<file path="config.mk">
export PLATFORM = sky130hd
export DESIGN_NAME = elevator_request_scheduler
export DESIGN_NICKNAME = d
export VERILOG_FILES = /design/src/design/ers_pkg.sv /design/src/design/ers_ram.sv /design/src/design/ers_best.sv /design/src/design/elevator_request_scheduler.sv
export SDC_FILE = /design/constraint.sdc
export NUM_CORES = 1
export LEC_CHECK = 0
export BUFFER_PORTS_ARGS = -buffer_cell sky130_fd_sc_hd__buf_4
export CORE_AREA = 10 10 144 133
export CTS_BUF_LIST = sky130_fd_sc_hd__clkbuf_4 sky130_fd_sc_hd__clkbuf_8 sky130_fd_sc_hd__clkbuf_16
export DETAILED_ROUTE_END_ITERATION = 6
export DIE_AREA = 0 0 154 143
export MAX_ROUTING_LAYER = met4
export PLACE_DENSITY = 0.77
export SETUP_SLACK_MARGIN = 0.15
export SLEW_MARGIN = 10
export SYNTH_ARGS = -nofsm -noshare
export SYNTH_HDL_FRONTEND = slang
export SYNTH_HIERARCHICAL = 1
export SYNTH_SLANG_ARGS = --single-unit
</file>
<file path="constraint.sdc">
create_clock -name clk -period 5.45 [get_ports clk]
set_input_delay 0 -clock clk [delete_from_list [all_inputs] [get_ports clk]]
set_output_delay 0 -clock clk [all_outputs]
set_load 0.05 [all_outputs]
</file>
<file path="src/design/ers_pkg.sv">
// Shared types and constants for the elevator request scheduler.
// Used by every module of the block; no dependencies.
`default_nettype none

package ers_pkg;

  localparam int FLOOR_W  = 4;
  localparam int STATUS_W = 3;

  localparam logic OP_ADD   = 1'b0;
  localparam logic OP_SERVE = 1'b1;

  localparam logic LIST_UP   = 1'b0;
  localparam logic LIST_DOWN = 1'b1;

  localparam logic [STATUS_W-1:0] ST_UP        = 3'd0;
  localparam logic [STATUS_W-1:0] ST_DOWN      = 3'd1;
  localparam logic [STATUS_W-1:0] ST_HERE      = 3'd2;
  localparam logic [STATUS_W-1:0] ST_FULL      = 3'd3;
  localparam logic [STATUS_W-1:0] ST_MOVE_UP   = 3'd4;
  localparam logic [STATUS_W-1:0] ST_MOVE_DOWN = 3'd5;
  localparam logic [STATUS_W-1:0] ST_IDLE      = 3'd6;

  typedef struct packed {
    logic vld;
    logic first;
    logic pick_max;
  } best_ctl_t;

endpackage

`default_nettype wire

</file>
<file path="src/design/ers_ram.sv">
// Request list memory holding both the up and the down list.
// One write port and one read port with registered read data; uses ers_pkg.
`default_nettype none

module ers_ram #(
  parameter int AW = 5
) (
  input  wire logic                        clk,
  input  wire logic                        we,
  input  wire logic [AW-1:0]               waddr,
  input  wire logic [ers_pkg::FLOOR_W-1:0] wdata,
  input  wire logic [AW-1:0]               raddr,
  output logic      [ers_pkg::FLOOR_W-1:0] rdata_r
);

  logic [ers_pkg::FLOOR_W-1:0] mem_r [2**AW];

  always_ff @(posedge clk) begin
    if (we) begin
      mem_r[waddr] <= wdata;
    end
    rdata_r <= mem_r[raddr];
  end

endmodule

`default_nettype wire

</file>
<file path="src/design/ers_best.sv">
// Shared compare unit that tracks the smallest or largest floor of a scan.
// Keeps the first position of an equal extreme; uses ers_pkg.
`default_nettype none

module ers_best #(
  parameter int IW = 4
) (
  input  wire logic                        clk,
  input  wire ers_pkg::best_ctl_t          ctl,
  input  wire logic [ers_pkg::FLOOR_W-1:0] data,
  input  wire logic [IW-1:0]               pos,
  output logic      [ers_pkg::FLOOR_W-1:0] best_val_r,
  output logic      [IW-1:0]               best_pos_r
);

  logic better;

  always_comb begin
    if (ctl.pick_max) begin
      better = data > best_val_r;
    end else begin
      better = data < best_val_r;
    end
  end

  always_ff @(posedge clk) begin
    if (ctl.vld && (ctl.first || better)) begin
      best_val_r <= data;
      best_pos_r <= pos;
    end
  end

endmodule

`default_nettype wire

</file>
<file path="src/design/elevator_request_scheduler.sv">
// Top level of the elevator request scheduler for one car.
// Instantiates ers_ram and ers_best and holds the sequencer; uses ers_pkg.
//
// Input words carry an operation and a floor: an add stores the floor in the
// up or the down list, a serve removes the smallest up-list floor, or the
// largest down-list floor when the up list is empty, and moves the car there.
// Every input word yields exactly one output word with a status, the target
// floor and the distance moved.
// An add, and a serve with both lists empty, completes in the cycle it is
// accepted and its result shows in the cycle after. A serve of a list with n
// entries scans the list through the shared compare unit, then closes the
// gap behind the removed entry by moving each later entry down one place,
// and finishes in a last state that waits for the output register to be free;
// scan and shift read one entry at a time through the single read port.
// The block takes one word at a time; in_tready is low while a serve is in
// progress or while a result waits in the output register that the receiver
// has not taken.
// After reset the car is on floor zero and both lists are empty; no memory
// clearing is needed.
`default_nettype none

module elevator_request_scheduler #(
  parameter int FLOOR_COUNT = 10,
  parameter int LIST_DEPTH  = 16
) (
  input  wire logic        clk,
  input  wire logic        rst_n,
  input  wire logic        in_tvalid,
  output logic             in_tready,
  input  wire logic [7:0]  in_tdata,   // op[0], floor[4:1], zero [7:5]
  output logic             out_tvalid,
  input  wire logic        out_tready,
  output logic      [15:0] out_tdata   // status[2:0], target_floor[6:3],
                                       // travel_floors[10:7], zero [15:11]
);

  localparam int FW    = ers_pkg::FLOOR_W;
  localparam int SW    = ers_pkg::STATUS_W;
  localparam int IW    = (LIST_DEPTH > 1) ? $clog2(LIST_DEPTH) : 1;
  localparam int AW    = IW + 1;
  localparam int CW    = $clog2(LIST_DEPTH + 1);
  localparam int FCW   = $clog2(FLOOR_COUNT + 1);
  localparam int CMP_W = (FCW > FW) ? FCW : FW;

  localparam logic [CW-1:0]    DEPTH_C   = CW'(LIST_DEPTH);
  localparam logic [CMP_W-1:0] FLOOR_LIM = CMP_W'(FLOOR_COUNT);
  localparam logic [FW-1:0]    FLOOR_TOP = FW'(FLOOR_COUNT - 1);

  typedef enum logic [1:0] {
    S_IDLE,
    S_SCAN,
    S_SHIFT,
    S_FIN
  } state_t;

  state_t            state_r, state_nxt;
  logic [FW-1:0]     car_r, car_nxt;
  logic [CW-1:0]     up_cnt_r, up_cnt_nxt;
  logic [CW-1:0]     dn_cnt_r, dn_cnt_nxt;
  logic              sel_r, sel_nxt;
  logic [CW-1:0]     n_r, n_nxt;
  logic [CW-1:0]     cnt_r, cnt_nxt;
  logic              dv_r, dv_nxt;
  logic [IW-1:0]     dpos_r, dpos_nxt;
  logic              out_vld_r, out_vld_nxt;
  logic [SW-1:0]     status_r, status_nxt;
  logic [FW-1:0]     target_r, target_nxt;
  logic [FW-1:0]     travel_r, travel_nxt;

  logic              in_op;
  logic [FW-1:0]     in_floor;
  logic [FW-1:0]     fl_sat;
  logic              accept;
  logic              out_free;

  logic              ram_we;
  logic [AW-1:0]     ram_waddr;
  logic [FW-1:0]     ram_wdata;
  logic [AW-1:0]     ram_raddr;
  logic [FW-1:0]     ram_rdata;

  ers_pkg::best_ctl_t best_ctl;
  logic [FW-1:0]      best_val;
  logic [IW-1:0]      best_pos;

  ers_ram #(
    .AW(AW)
  ) u_ram (
    .clk    (clk),
    .we     (ram_we),
    .waddr  (ram_waddr),
    .wdata  (ram_wdata),
    .raddr  (ram_raddr),
    .rdata_r(ram_rdata)
  );

  ers_best #(
    .IW(IW)
  ) u_best (
    .clk       (clk),
    .ctl       (best_ctl),
    .data      (ram_rdata),
    .pos       (dpos_r),
    .best_val_r(best_val),
    .best_pos_r(best_pos)
  );

  assign in_op    = in_tdata[0];
  assign in_floor = in_tdata[4:1];
  assign fl_sat   = (CMP_W'(in_floor) >= FLOOR_LIM) ? FLOOR_TOP : in_floor;

  assign out_free  = !out_vld_r || out_tready;
  assign in_tready = (state_r == S_IDLE) && out_free;
  assign accept    = in_tvalid && in_tready;

  assign out_tvalid = out_vld_r;
  assign out_tdata  = {5'd0, travel_r, target_r, status_r};

  assign best_ctl.vld      = dv_r && (state_r == S_SCAN);
  assign best_ctl.first    = (dpos_r == '0);
  assign best_ctl.pick_max = (sel_r == ers_pkg::LIST_DOWN);

  always_comb begin
    state_nxt   = state_r;
    car_nxt     = car_r;
    up_cnt_nxt  = up_cnt_r;
    dn_cnt_nxt  = dn_cnt_r;
    sel_nxt     = sel_r;
    n_nxt       = n_r;
    cnt_nxt     = cnt_r;
    dv_nxt      = 1'b0;
    dpos_nxt    = dpos_r;
    out_vld_nxt = out_vld_r && !out_tready;
    status_nxt  = status_r;
    target_nxt  = target_r;
    travel_nxt  = travel_r;
    ram_we      = 1'b0;
    ram_waddr   = '0;
    ram_wdata   = fl_sat;
    ram_raddr   = {sel_r, cnt_r[IW-1:0]};

    unique case (state_r)
      S_IDLE: begin
        if (accept) begin
          if (in_op == ers_pkg::OP_ADD) begin
            out_vld_nxt = 1'b1;
            target_nxt  = car_r;
            travel_nxt  = '0;
            if (fl_sat > car_r) begin
              if (up_cnt_r >= DEPTH_C) begin
                status_nxt = ers_pkg::ST_FULL;
              end else begin
                status_nxt = ers_pkg::ST_UP;
                ram_we     = 1'b1;
                ram_waddr  = {ers_pkg::LIST_UP, up_cnt_r[IW-1:0]};
                up_cnt_nxt = up_cnt_r + 1'b1;
              end
            end else if (fl_sat < car_r) begin
              if (dn_cnt_r >= DEPTH_C) begin
                status_nxt = ers_pkg::ST_FULL;
              end else begin
                status_nxt = ers_pkg::ST_DOWN;
                ram_we     = 1'b1;
                ram_waddr  = {ers_pkg::LIST_DOWN, dn_cnt_r[IW-1:0]};
                dn_cnt_nxt = dn_cnt_r + 1'b1;
              end
            end else begin
              status_nxt = ers_pkg::ST_HERE;
            end
          end else if (up_cnt_r != '0) begin
            sel_nxt   = ers_pkg::LIST_UP;
            n_nxt     = up_cnt_r;
            cnt_nxt   = '0;
            state_nxt = S_SCAN;
          end else if (dn_cnt_r != '0) begin
            sel_nxt   = ers_pkg::LIST_DOWN;
            n_nxt     = dn_cnt_r;
            cnt_nxt   = '0;
            state_nxt = S_SCAN;
          end else begin
            out_vld_nxt = 1'b1;
            status_nxt  = ers_pkg::ST_IDLE;
            target_nxt  = car_r;
            travel_nxt  = '0;
          end
        end
      end
      S_SCAN: begin
        if (cnt_r < n_r) begin
          dv_nxt   = 1'b1;
          dpos_nxt = cnt_r[IW-1:0];
          cnt_nxt  = cnt_r + 1'b1;
        end else if (!dv_r) begin
          cnt_nxt   = CW'(best_pos) + 1'b1;
          state_nxt = S_SHIFT;
        end
      end
      S_SHIFT: begin
        if (dv_r) begin
          ram_we    = 1'b1;
          ram_waddr = {sel_r, dpos_r - 1'b1};
          ram_wdata = ram_rdata;
        end
        if (cnt_r < n_r) begin
          dv_nxt   = 1'b1;
          dpos_nxt = cnt_r[IW-1:0];
          cnt_nxt  = cnt_r + 1'b1;
        end else if (!dv_r) begin
          state_nxt = S_FIN;
        end
      end
      S_FIN: begin
        if (out_free) begin
          out_vld_nxt = 1'b1;
          target_nxt  = best_val;
          travel_nxt  = (best_val >= car_r) ? (best_val - car_r) : (car_r - best_val);
          car_nxt     = best_val;
          if (sel_r == ers_pkg::LIST_UP) begin
            status_nxt = ers_pkg::ST_MOVE_UP;
            up_cnt_nxt = up_cnt_r - 1'b1;
          end else begin
            status_nxt = ers_pkg::ST_MOVE_DOWN;
            dn_cnt_nxt = dn_cnt_r - 1'b1;
          end
          state_nxt = S_IDLE;
        end
      end
      default: begin
        state_nxt = S_IDLE;
      end
    endcase
  end

  always_ff @(posedge clk) begin
    if (!rst_n) begin
      state_r   <= S_IDLE;
      car_r     <= '0;
      up_cnt_r  <= '0;
      dn_cnt_r  <= '0;
      dv_r      <= 1'b0;
      out_vld_r <= 1'b0;
    end else begin
      state_r   <= state_nxt;
      car_r     <= car_nxt;
      up_cnt_r  <= up_cnt_nxt;
      dn_cnt_r  <= dn_cnt_nxt;
      dv_r      <= dv_nxt;
      out_vld_r <= out_vld_nxt;
    end
    sel_r    <= sel_nxt;
    n_r      <= n_nxt;
    cnt_r    <= cnt_nxt;
    dpos_r   <= dpos_nxt;
    status_r <= status_nxt;
    target_r <= target_nxt;
    travel_r <= travel_nxt;
  end

endmodule

`default_nettype wire
</file>
==> run metrics, run 1 <==
status=finished clean; CTS Sinks=184; top area cells in the synthesized netlist=edfxtp_1 56%, mux4_2 10%, dfxtp_1 5.1%; Num CTS Buffers=17; DPL Wire Length=11700 um; Max Slew Vio Count=0; H-tree lvl count=4; post_cts resized=0; per-cell routed wire length=21.0 um; worst path arrival time=3.95 ns; share of cells above drive strength 1=19.1%; worst reg2reg setup slack=1.59 ns; vias in the first global route=5193; RSZ-0062 raised after global routing=false; CP Max Fanout=8; CTS root buf=clkbuf_16; Starting Density=54.3%; Clock Latency Late Sink=0.44 ns; slew margin rel.=14.5%; sequential share of the synthesized area=61.0%; CP Class=reg -> reg; die area=0.0220 sq mm; Layout Skew=0.00940 ns; Slew @ Worst Pin=1.27 ns; Gate Count Post-Synth=603; Tcrit/Tclk final=70.8%; most frequent cell after synthesis=edfxtp_1; Post-synth top flop=edfxtp_1; synthesized cell area=0.00869 sq mm; Hold EP=out_tvalid; routability cong.=0.905; Reg2Reg Capture Point=u_ram/mem_r[9][3]; reg2reg path depth=9; HP Start=in_tvalid; largest family of logic cells by synthesized area=multiplexers; die height=143 um; post-DR vias/cell=6.17; CP startpoint kind=flip-flop; total gr overflow=0; pwr dens=461 mW/mm^2; commonest cells in the netlist=162 x edfxtp_1, 48 x nor2_1, 40 x mux4_2; minimum hold slack=0.0402 ns; Total GRT Usage=16.8%; cts hold-fix bufs=2; Port-buffer cells=21; synth warn=6; total of max-cap violations=0; TNS Setup=0 ns; Seq cells post-synth=184; Routed WL=17700 um; TritonCTS clock tree=done; Worst Path Required=5.55 ns; fin crit period=3.86 ns; Max Freq=0.259 GHz; Bufs on Longest Clock Path=2; complex-gate fraction of the synthesized area=7.91%; Synth area leader=edfxtp_1; Distinct cells, synth=67; nets=670; synth-to-layout area growth=10.6%; post-synthesis adder-cell area fraction=5.67%; Rows=44; proportion of synthesized area in mux cells=12.0%; CTS clk-pin slew, worst paths=0.07 ns; Residual DRC=0; first-pass GRT wire length=28300 um; Ant. Diodes=0; initial DRC count=583; Post-Synth XOR/XNOR Area=1.11%; drt pass-1 iters=5; min-delay worst type=in -> reg; Mean Syn Cell Area=14.4 sq um; peak supply drop=407 uV; Worst setup EP type=flip-flop; WHS Path Cells=4; Post-synth ARST share=0%; Ports=30; CORE AREA=0.0160 sq mm; R2R Path Start=car_r[1]; Leak=3.34 nW; Simple-Gate Fraction of Synth Area=8.82%; initial antenna violation count=0; Setup-failing EPs final=0; DR vias=5185; post-route ant nets=0; number of synthesized flops with an enable pin=162; largest net degree at the start of global routing=37; Setup Fix Bufs, Post-CTS=0; Die W=154 um; Hold Vio Cnt, Final=0; area share of the largest cell type after synthesis=56.0%
==> metrics by stage <==
stage | total power, W | area [sq um] | setup WS [ns] | utilization, % | std cells
6_report | 0.00444 | 9610 | 1.59 | 60.0 | 841
5_1_grt | 0.00465 | 9610 | 1.41 | 60.0 | 841
4_1_cts | 0.00447 | 9610 | 1.61 | 60.0 | 841
3_5_place_dp | 0.00319 | 8990 | 1.62 | 56.1 | 807
3_3_place_gp | 0.00314 | 8990 | 1.72 | 56.1 | 807
2_1_floorplan | 0.00288 | 8710 | 2.27 | - | 607
==> how the worst max path moves through the flow <==
stage             start  cells past startpoint                 end
6_report       car_r[1]                      9   u_ram/mem_r[9][3]
3_3_place_gp   car_r[1]                      9  u_ram/mem_r[10][0]
4_1_cts        car_r[1]                      9   u_ram/mem_r[9][3]
2_1_floorplan  car_r[1]                     10  u_ram/mem_r[28][0]
5_1_grt        car_r[1]                      9   u_ram/mem_r[9][3]
3_5_place_dp   car_r[1]                      9   u_ram/mem_r[9][2]
==> worst max-delay path, stage by stage (launching register included) <==
cell and delay [ns]:
dfxtp_1 0.41, inv_1 0.14, ha_1 0.33, nor2b_1 0.13
o211a_1 0.26, nor3_1 0.51, a22oi_1 0.20, o22ai_1 0.66
or3b_2 0.55, nor2_1 0.32
==> sequential cells by signal (all words and copies together) (netlist names), 5 cells and up <==
name / count
n_r: 5
dn_cnt_r: 5
u_ram/mem_r: 128
cnt_r: 5
up_cnt_r: 5
==> cells by family (layout without fill, tap and decap cells) <==
family,count (synthesis),after routing
buffers and inverters,66,93
flip-flops,184,184
other,1,5
adder cells (fa/ha/maj),37,37
XOR/XNOR,11,11
multiplexers,53,53
AO/OA/AOI/OAI,99,99
AND/OR/NAND/NOR,152,152
==> routing by layer <==
layer / track usage (%) / routed length (um)
met1: 21.1 / 7340
met2: 26.5 / 8590
met3: 4.29 / 1460
met4: 5.22 / 273
met5: - / 0
==> cell usage in the layout (no fill, tap or decap), types with 6 or more instances in the layout <==
master and count:
edfxtp_1 162, nor2_1 48, mux4_2 40, inv_1 34, ha_1 33, nand2_1 31, buf_4 25, a21oi_1 22
dfxtp_1 22, clkbuf_16 17, nand3_1 16, o21ai_0 14, nor2b_1 10, xnor2_1 9, a21o_1 8, o21a_1 7
mux2_2 7, mux2i_1 6
==> report_power, final <==
part	switching (W)	total, W	internal, W
clock	0.000561	0.00126	0.000697
sequential	0.000124	0.00183	0.00171
combinational	0.000788	0.00135	0.000557
total	0.00147	0.00444	0.00296
==> cell type report <==
class	instances	area, sq um
Inverter	34	128
Clock inverter	15	183
Clock buffer	17	425
Fill cell	1186	6410
Tap cell	207	259
Sequential cell	184	5310
Timing Repair Buffer	27	208
Multi-Input combinational cell	357	3110
(Power assumes the default switching activity.)
==> run 2, diff against run 1 <==
--- a/config.mk
+++ b/config.mk
@@ -11,7 +11,7 @@
 export DETAILED_ROUTE_END_ITERATION = 6
 export DIE_AREA = 0 0 154 143
 export MAX_ROUTING_LAYER = met4
-export PLACE_DENSITY = 0.77
+export PLACE_DENSITY = 0.8
 export SETUP_SLACK_MARGIN = 0.15
 export SLEW_MARGIN = 10
 export SYNTH_ARGS = -nofsm -noshare
==> constraint.sdc (replaced) <==
create_clock -name clk -period 3.1 [get_ports clk]
set_input_delay 0 -clock clk [delete_from_list [all_inputs] [get_ports clk]]
set_output_delay 0 -clock clk [all_outputs]
set_load 0.05 [all_outputs]
==> run 2 against run 1 <==
Register-to-register slack worse by 1.4 ns. Clock-buffer cell count up 1. Clock skew shrank 0.00065 ns. Combinational power rose by 89%. Flip-flop and latch count is the same. Fmax rose by 32%. First-iteration DRC count is 1.2% higher. Final cell count up 2.4%. Hold slack got worse by 0.0077 ns. Largest cell class unchanged.
==> run metrics, run 2 (same netlist as run 1, synthesis figures left out) <==
Rows=44; CORE AREA=0.0160 sq mm; CP Class=reg -> reg; CTS clk-pin slew, worst paths=0.07 ns; initial antenna violation count=0; H-tree lvl count=4; first-pass GRT wire length=28900 um; commonest non-fill, non-tap cell in the layout=edfxtp_1; Die W=154 um; CTS Sinks=184; Port-buffer cells=21; DR vias=5268; Worst setup EP type=flip-flop; Max Slew Vio Count=0; pwr dens=787 mW/mm^2; routability cong.=0.858; switching part of the total=33.6%; Hold Vio Cnt, Final=0; CP Max Fanout=8; Tcrit/Tclk final=94.1%; nets=690; slew margin rel.=55.6%; Residual DRC=0; post-DR vias/cell=6.12; worst path arrival time=3.05 ns; max reg flops=128; DP Worst Slack=0.00495 ns; Setup-failing EPs final=0; initial DRC count=590; vias in the first global route=5295; Comb pwr share=32.9%; die area=0.0220 sq mm; Clock Latency Late Sink=0.44 ns; Routed WL=18200 um; CP startpoint kind=flip-flop; Ant. Diodes=0; Total GRT Usage=17.3%; register share of total power=40.9%; TritonCTS clock tree=done; total gr overflow=0; Switch Pwr=0.00260 W; Layout Skew=0.00875 ns; status=finished clean; final worst setup slack=0.182 ns; Clk pwr share=26.2%; DPL Wire Length=12000 um; Bufs on Longest Clock Path=2; drt pass-1 iters=7; Ports=30; Num CTS Buffers=17; most frequent cells in the layout=162 x edfxtp_1, 44 x buf_4, 40 x mux4_2; per-cell routed wire length=21.1 um; peak supply drop=757 uV; Max Freq=0.343 GHz; synth-to-layout area growth=13.1%; die height=143 um; TNS Setup=0 ns; Reg with most FFs=u_ram/mem_r; share of cells above drive strength 1=26.3%; internal power=0.00513 W; Slew @ Worst Pin=0.665 ns; post-route ant nets=0; fin crit period=2.92 ns; Starting Density=54.3%; min-delay worst type=in -> reg; CTS root buf=clkbuf_16; RSZ-0062 raised after global routing=true; total of max-cap violations=0; largest net degree at the start of global routing=38; Worst Path Required=3.23 ns; Leak=3.41 nW
## run 2: changes by cell type in the layout (fill, tap and decap cells not counted), moves of 2 or more
cell	change
buf_4	+19
bufinv_16	-2
clkinv_4	+3
clkinvlp_4	+2
inv_6	-2
nor2_1	-29
nor2_2	+27
nor2_4	+2
o22ai_1	-2
o22ai_2	+2
or3b_2	-2
or3b_4	+2
## run 2: metrics by stage
step | power [W] | utilization (%) | std cells | hold WS, ns | instance area (sq um)
6_report | 0.00773 | 61.4 | 861 | 0.0325 | 9830
4_1_cts | 0.00776 | 60.9 | 861 | 0.0124 | 9750
3_3_place_gp | 0.00563 | 57.1 | 826 | 0.349 | 9150
2_1_floorplan | 0.00507 | - | 607 | 0.193 | 8720
5_1_grt | 0.00811 | 61.4 | 861 | 0.0344 | 9830
3_5_place_dp | 0.00573 | 57.1 | 826 | 0.352 | 9150
## run 2: power by group through the flow
stage,registers [W],logic (W),clock network (W)
floorplan,0.00341,0.00166,0
global placement,0.00320,0.00242,0
detailed placement,0.00321,0.00252,0
CTS,0.00316,0.00254,0.00206
global route,0.00318,0.00276,0.00217
finish,0.00316,0.00255,0.00202
## run 2: routing by layer
layer	track usage (%)	wire length (um)	up-vias
li1	-	-	2386
met3	4.98	1280	34
met2	26.4	8860	221
met1	21.8	7670	2627
met4	5.61	357	0
met5	-	0	-
## run 2: worst paths after layout
path,from,endpoint,slack [ns],cells past startpoint
max,car_r[1],u_ram/mem_r[10][1],0.18,9
min,in_tvalid,out_tvalid,0.03,4
max reg2reg,car_r[1],u_ram/mem_r[10][1],0.18,9
min reg2reg,u_ram/rdata_r[0],u_best/best_val_r[0],0.48,0
## run 2: area by class of cell
class                           count  area, sq um
Fill cell                        1130         6190
Sequential cell                   184         5310
Multi-Input combinational cell    357         3220
Clock buffer                       18          433
Timing Repair Buffer               47          370
Tap cell                          207          259
Inverter                           34          128
Clock inverter                     14          118
## run 2: timing repair
action,4_1_cts,5_1_grt
endpoints found under the setup margin,96,126
setup buffers,1,0
gates resized for setup,6,29
pin swaps,1,0
endpoints found under the hold margin,10,0
hold buffers,2,0
## run 2: critical path, stage by stage (launching register included)
cell	delay (ns)
dfxtp_1	0.34
inv_1	0.06
ha_1	0.30
nor2b_1	0.13
o211a_1	0.25
o21a_1	0.25
a22oi_1	0.23
o22ai_2	0.20
or3b_2	0.61
nor2_2	0.24
==> run 3, diff against run 2 <==
==> constraint.sdc (replaced) <==
create_clock -name clk -period 3.1 [get_ports clk]
set_input_delay 0.155 -clock clk [delete_from_list [all_inputs] [get_ports clk]]
set_output_delay 0.155 -clock clk [all_outputs]
set_load 0.05 [all_outputs]
==> run 3 against run 2 <==
Sequential power about the same. Fmax grew 1.3%. Clock skew decreased by 0.0015 ns. Critical path type unchanged.
==> run metrics, run 3 (same netlist as run 1, synthesis figures left out) <==
Reg2Reg Capture Point=u_ram/mem_r[10][1]; Ant. Diodes=0; Bufs on Longest Clock Path=2; Starting Density=54.3%; CP Class=reg -> reg; DR vias=5407; initial antenna violation count=0; total of max-cap violations=0; Ports=30; first-pass GRT wire length=29800 um; CP startpoint kind=flip-flop; DPL Wire Length=12600 um; pwr dens=799 mW/mm^2; RSZ-0062 raised after global routing=true; slowest stage delay, CP=0.62 ns; Worst Path Required=3.23 ns; CTS root buf=clkbuf_16; Slew @ Worst Pin=0.632 ns; HP Start=in_tdata[0]; max reg flops=128; TNS Setup=0 ns; Reg with most FFs=u_ram/mem_r; crit path cell chain=inv_1, ha_1, nor2b_1, o211a_1, nor3_2, buf_4, a22oi_1, o22ai_2, or3b_2, nor2_2; CTS clk-pin slew, worst paths=0.07 ns; post-DR vias/cell=6.17; Hold Vio Cnt, Final=0; share of cells above drive strength 1=26.2%; Die W=154 um; Num CTS Buffers=17; fin crit period=2.88 ns; total gr overflow=0; largest net degree at the start of global routing=37; per-cell routed wire length=21.5 um; R2R Path Start=car_r[1]; Routed WL=18800 um; routability cong.=0.898; H-tree lvl count=4; Setup crit start=car_r[1]; cts hold-fix bufs=0; Setup-failing EPs final=0; drt pass-1 iters=5; Max Slew Vio Count=0; slowest CP cell=or3b_2; synth-to-layout area growth=14.5%; Tcrit/Tclk final=93.0%; worst reg2reg setup slack=0.22 ns; die area=0.0220 sq mm; die height=143 um; reg2reg path depth=10; Rows=44; WHS Path Cells=2; most frequent cells in the layout=162 x edfxtp_1, 62 x buf_4, 40 x mux4_2; post-route ant nets=0; Total GRT Usage=17.7%; nets=705; Port-buffer cells=21; CTS Sinks=184; worst path arrival time=3.02 ns; TritonCTS clock tree=done; Worst setup EP type=flip-flop; peak supply drop=827 uV; WP buf/inv=2; Final Core Density=62.1%; initial DRC count=607; Hold EP=status_r[2]; Residual DRC=0; vias in the first global route=5451; slew margin rel.=57.5%; Worst path top cell family by delay=simple AND/OR/NAND/NOR gates; FF+latch area=0.00531 sq mm; CORE AREA=0.0160 sq mm; Max Freq=0.347 GHz; Leak=3.51 nW; commonest non-fill, non-tap cell in the layout=edfxtp_1; min-delay worst type=in -> reg; status=finished clean; area of the multi-input gates=0.00319 sq mm; Layout Skew=0.00722 ns; CP Max Fanout=6; fillers=1130; Clock Latency Late Sink=0.44 ns
## run 3: worst max path at each step
| stage | endpoint | slack, ns | depth (start not counted) |
|---|---|---|---|
| 2_1_floorplan | u_ram/mem_r[28][0] | 0.14 | 10 |
| 3_3_place_gp | u_ram/mem_r[8][3] | 0.15 | 10 |
| 3_5_place_dp | u_ram/mem_r[18][2] | -0.12 | 10 |
| 4_1_cts | u_ram/mem_r[20][3] | 0.12 | 9 |
| 5_1_grt | u_ram/mem_r[10][3] | 0.11 | 10 |
| 6_report | u_ram/mem_r[10][1] | 0.22 | 10 |
## run 3: through the flow
stage	hold slack (ns)	instance area (sq um)	setup WS (ns)	total power (W)	std cells
CTS	0.0549	9900	0.118	0.00796	876
floorplan	0.348	8720	0.144	0.00507	607
finish	0.0699	9960	0.219	0.00795	876
global route	0.0715	9960	0.110	0.00829	876
detailed placement	0.449	9280	-0.119	0.00574	844
global placement	0.442	9280	0.146	0.00561	844
## run 3: repair_timing
| item | CTS | global route |
|---|---|---|
| cloned | 0 | 0 |
| gates resized for setup | 3 | 18 |
| buffers inserted | 0 | 0 |
| pin swaps | 0 | 1 |
| setup endpoints to repair | 44 | 67 |
## run 3: routing by layer
| layer | global-route usage (%) | wire (um) | vias to the layer above |
|---|---|---|---|
| met5 | - | 0 | - |
| met4 | 5.96 | 375 | 0 |
| met3 | 4.95 | 1450 | 39 |
| met2 | 28.5 | 9220 | 234 |
| met1 | 21.1 | 7770 | 2715 |
| li1 | - | - | 2419 |
## run 3: where the power goes
group / total [W] / switching (W) / internal (W) / leakage [nW]
clock network: 0.00220 / 0.000979 / 0.00122 / 0.290
logic: 0.00259 / 0.00151 / 0.00108 / 1.57
registers: 0.00317 / 0.000167 / 0.00300 / 1.66
total: 0.00795 / 0.00266 / 0.00529 / 3.51
## run 3: area by class of cell
cell class	instances	area share, %
multi-input cells	357	32.0
clock buffers	17	4.27
inverters	34	1.28
repair buffers	62	4.68
flip-flops and latches	184	53.3
clock inverters	15	1.87
well taps	207	2.60
## run 3: worst reg2reg max path, cell delays in order (launching register included)
cell and delay, ns:
dfxtp_1 0.33, inv_1 0.06, ha_1 0.30, nor2b_1 0.14
o211a_1 0.24, nor3_2 0.17, buf_4 0.16, a22oi_1 0.09
o22ai_2 0.26, or3b_2 0.62, nor2_2 0.22
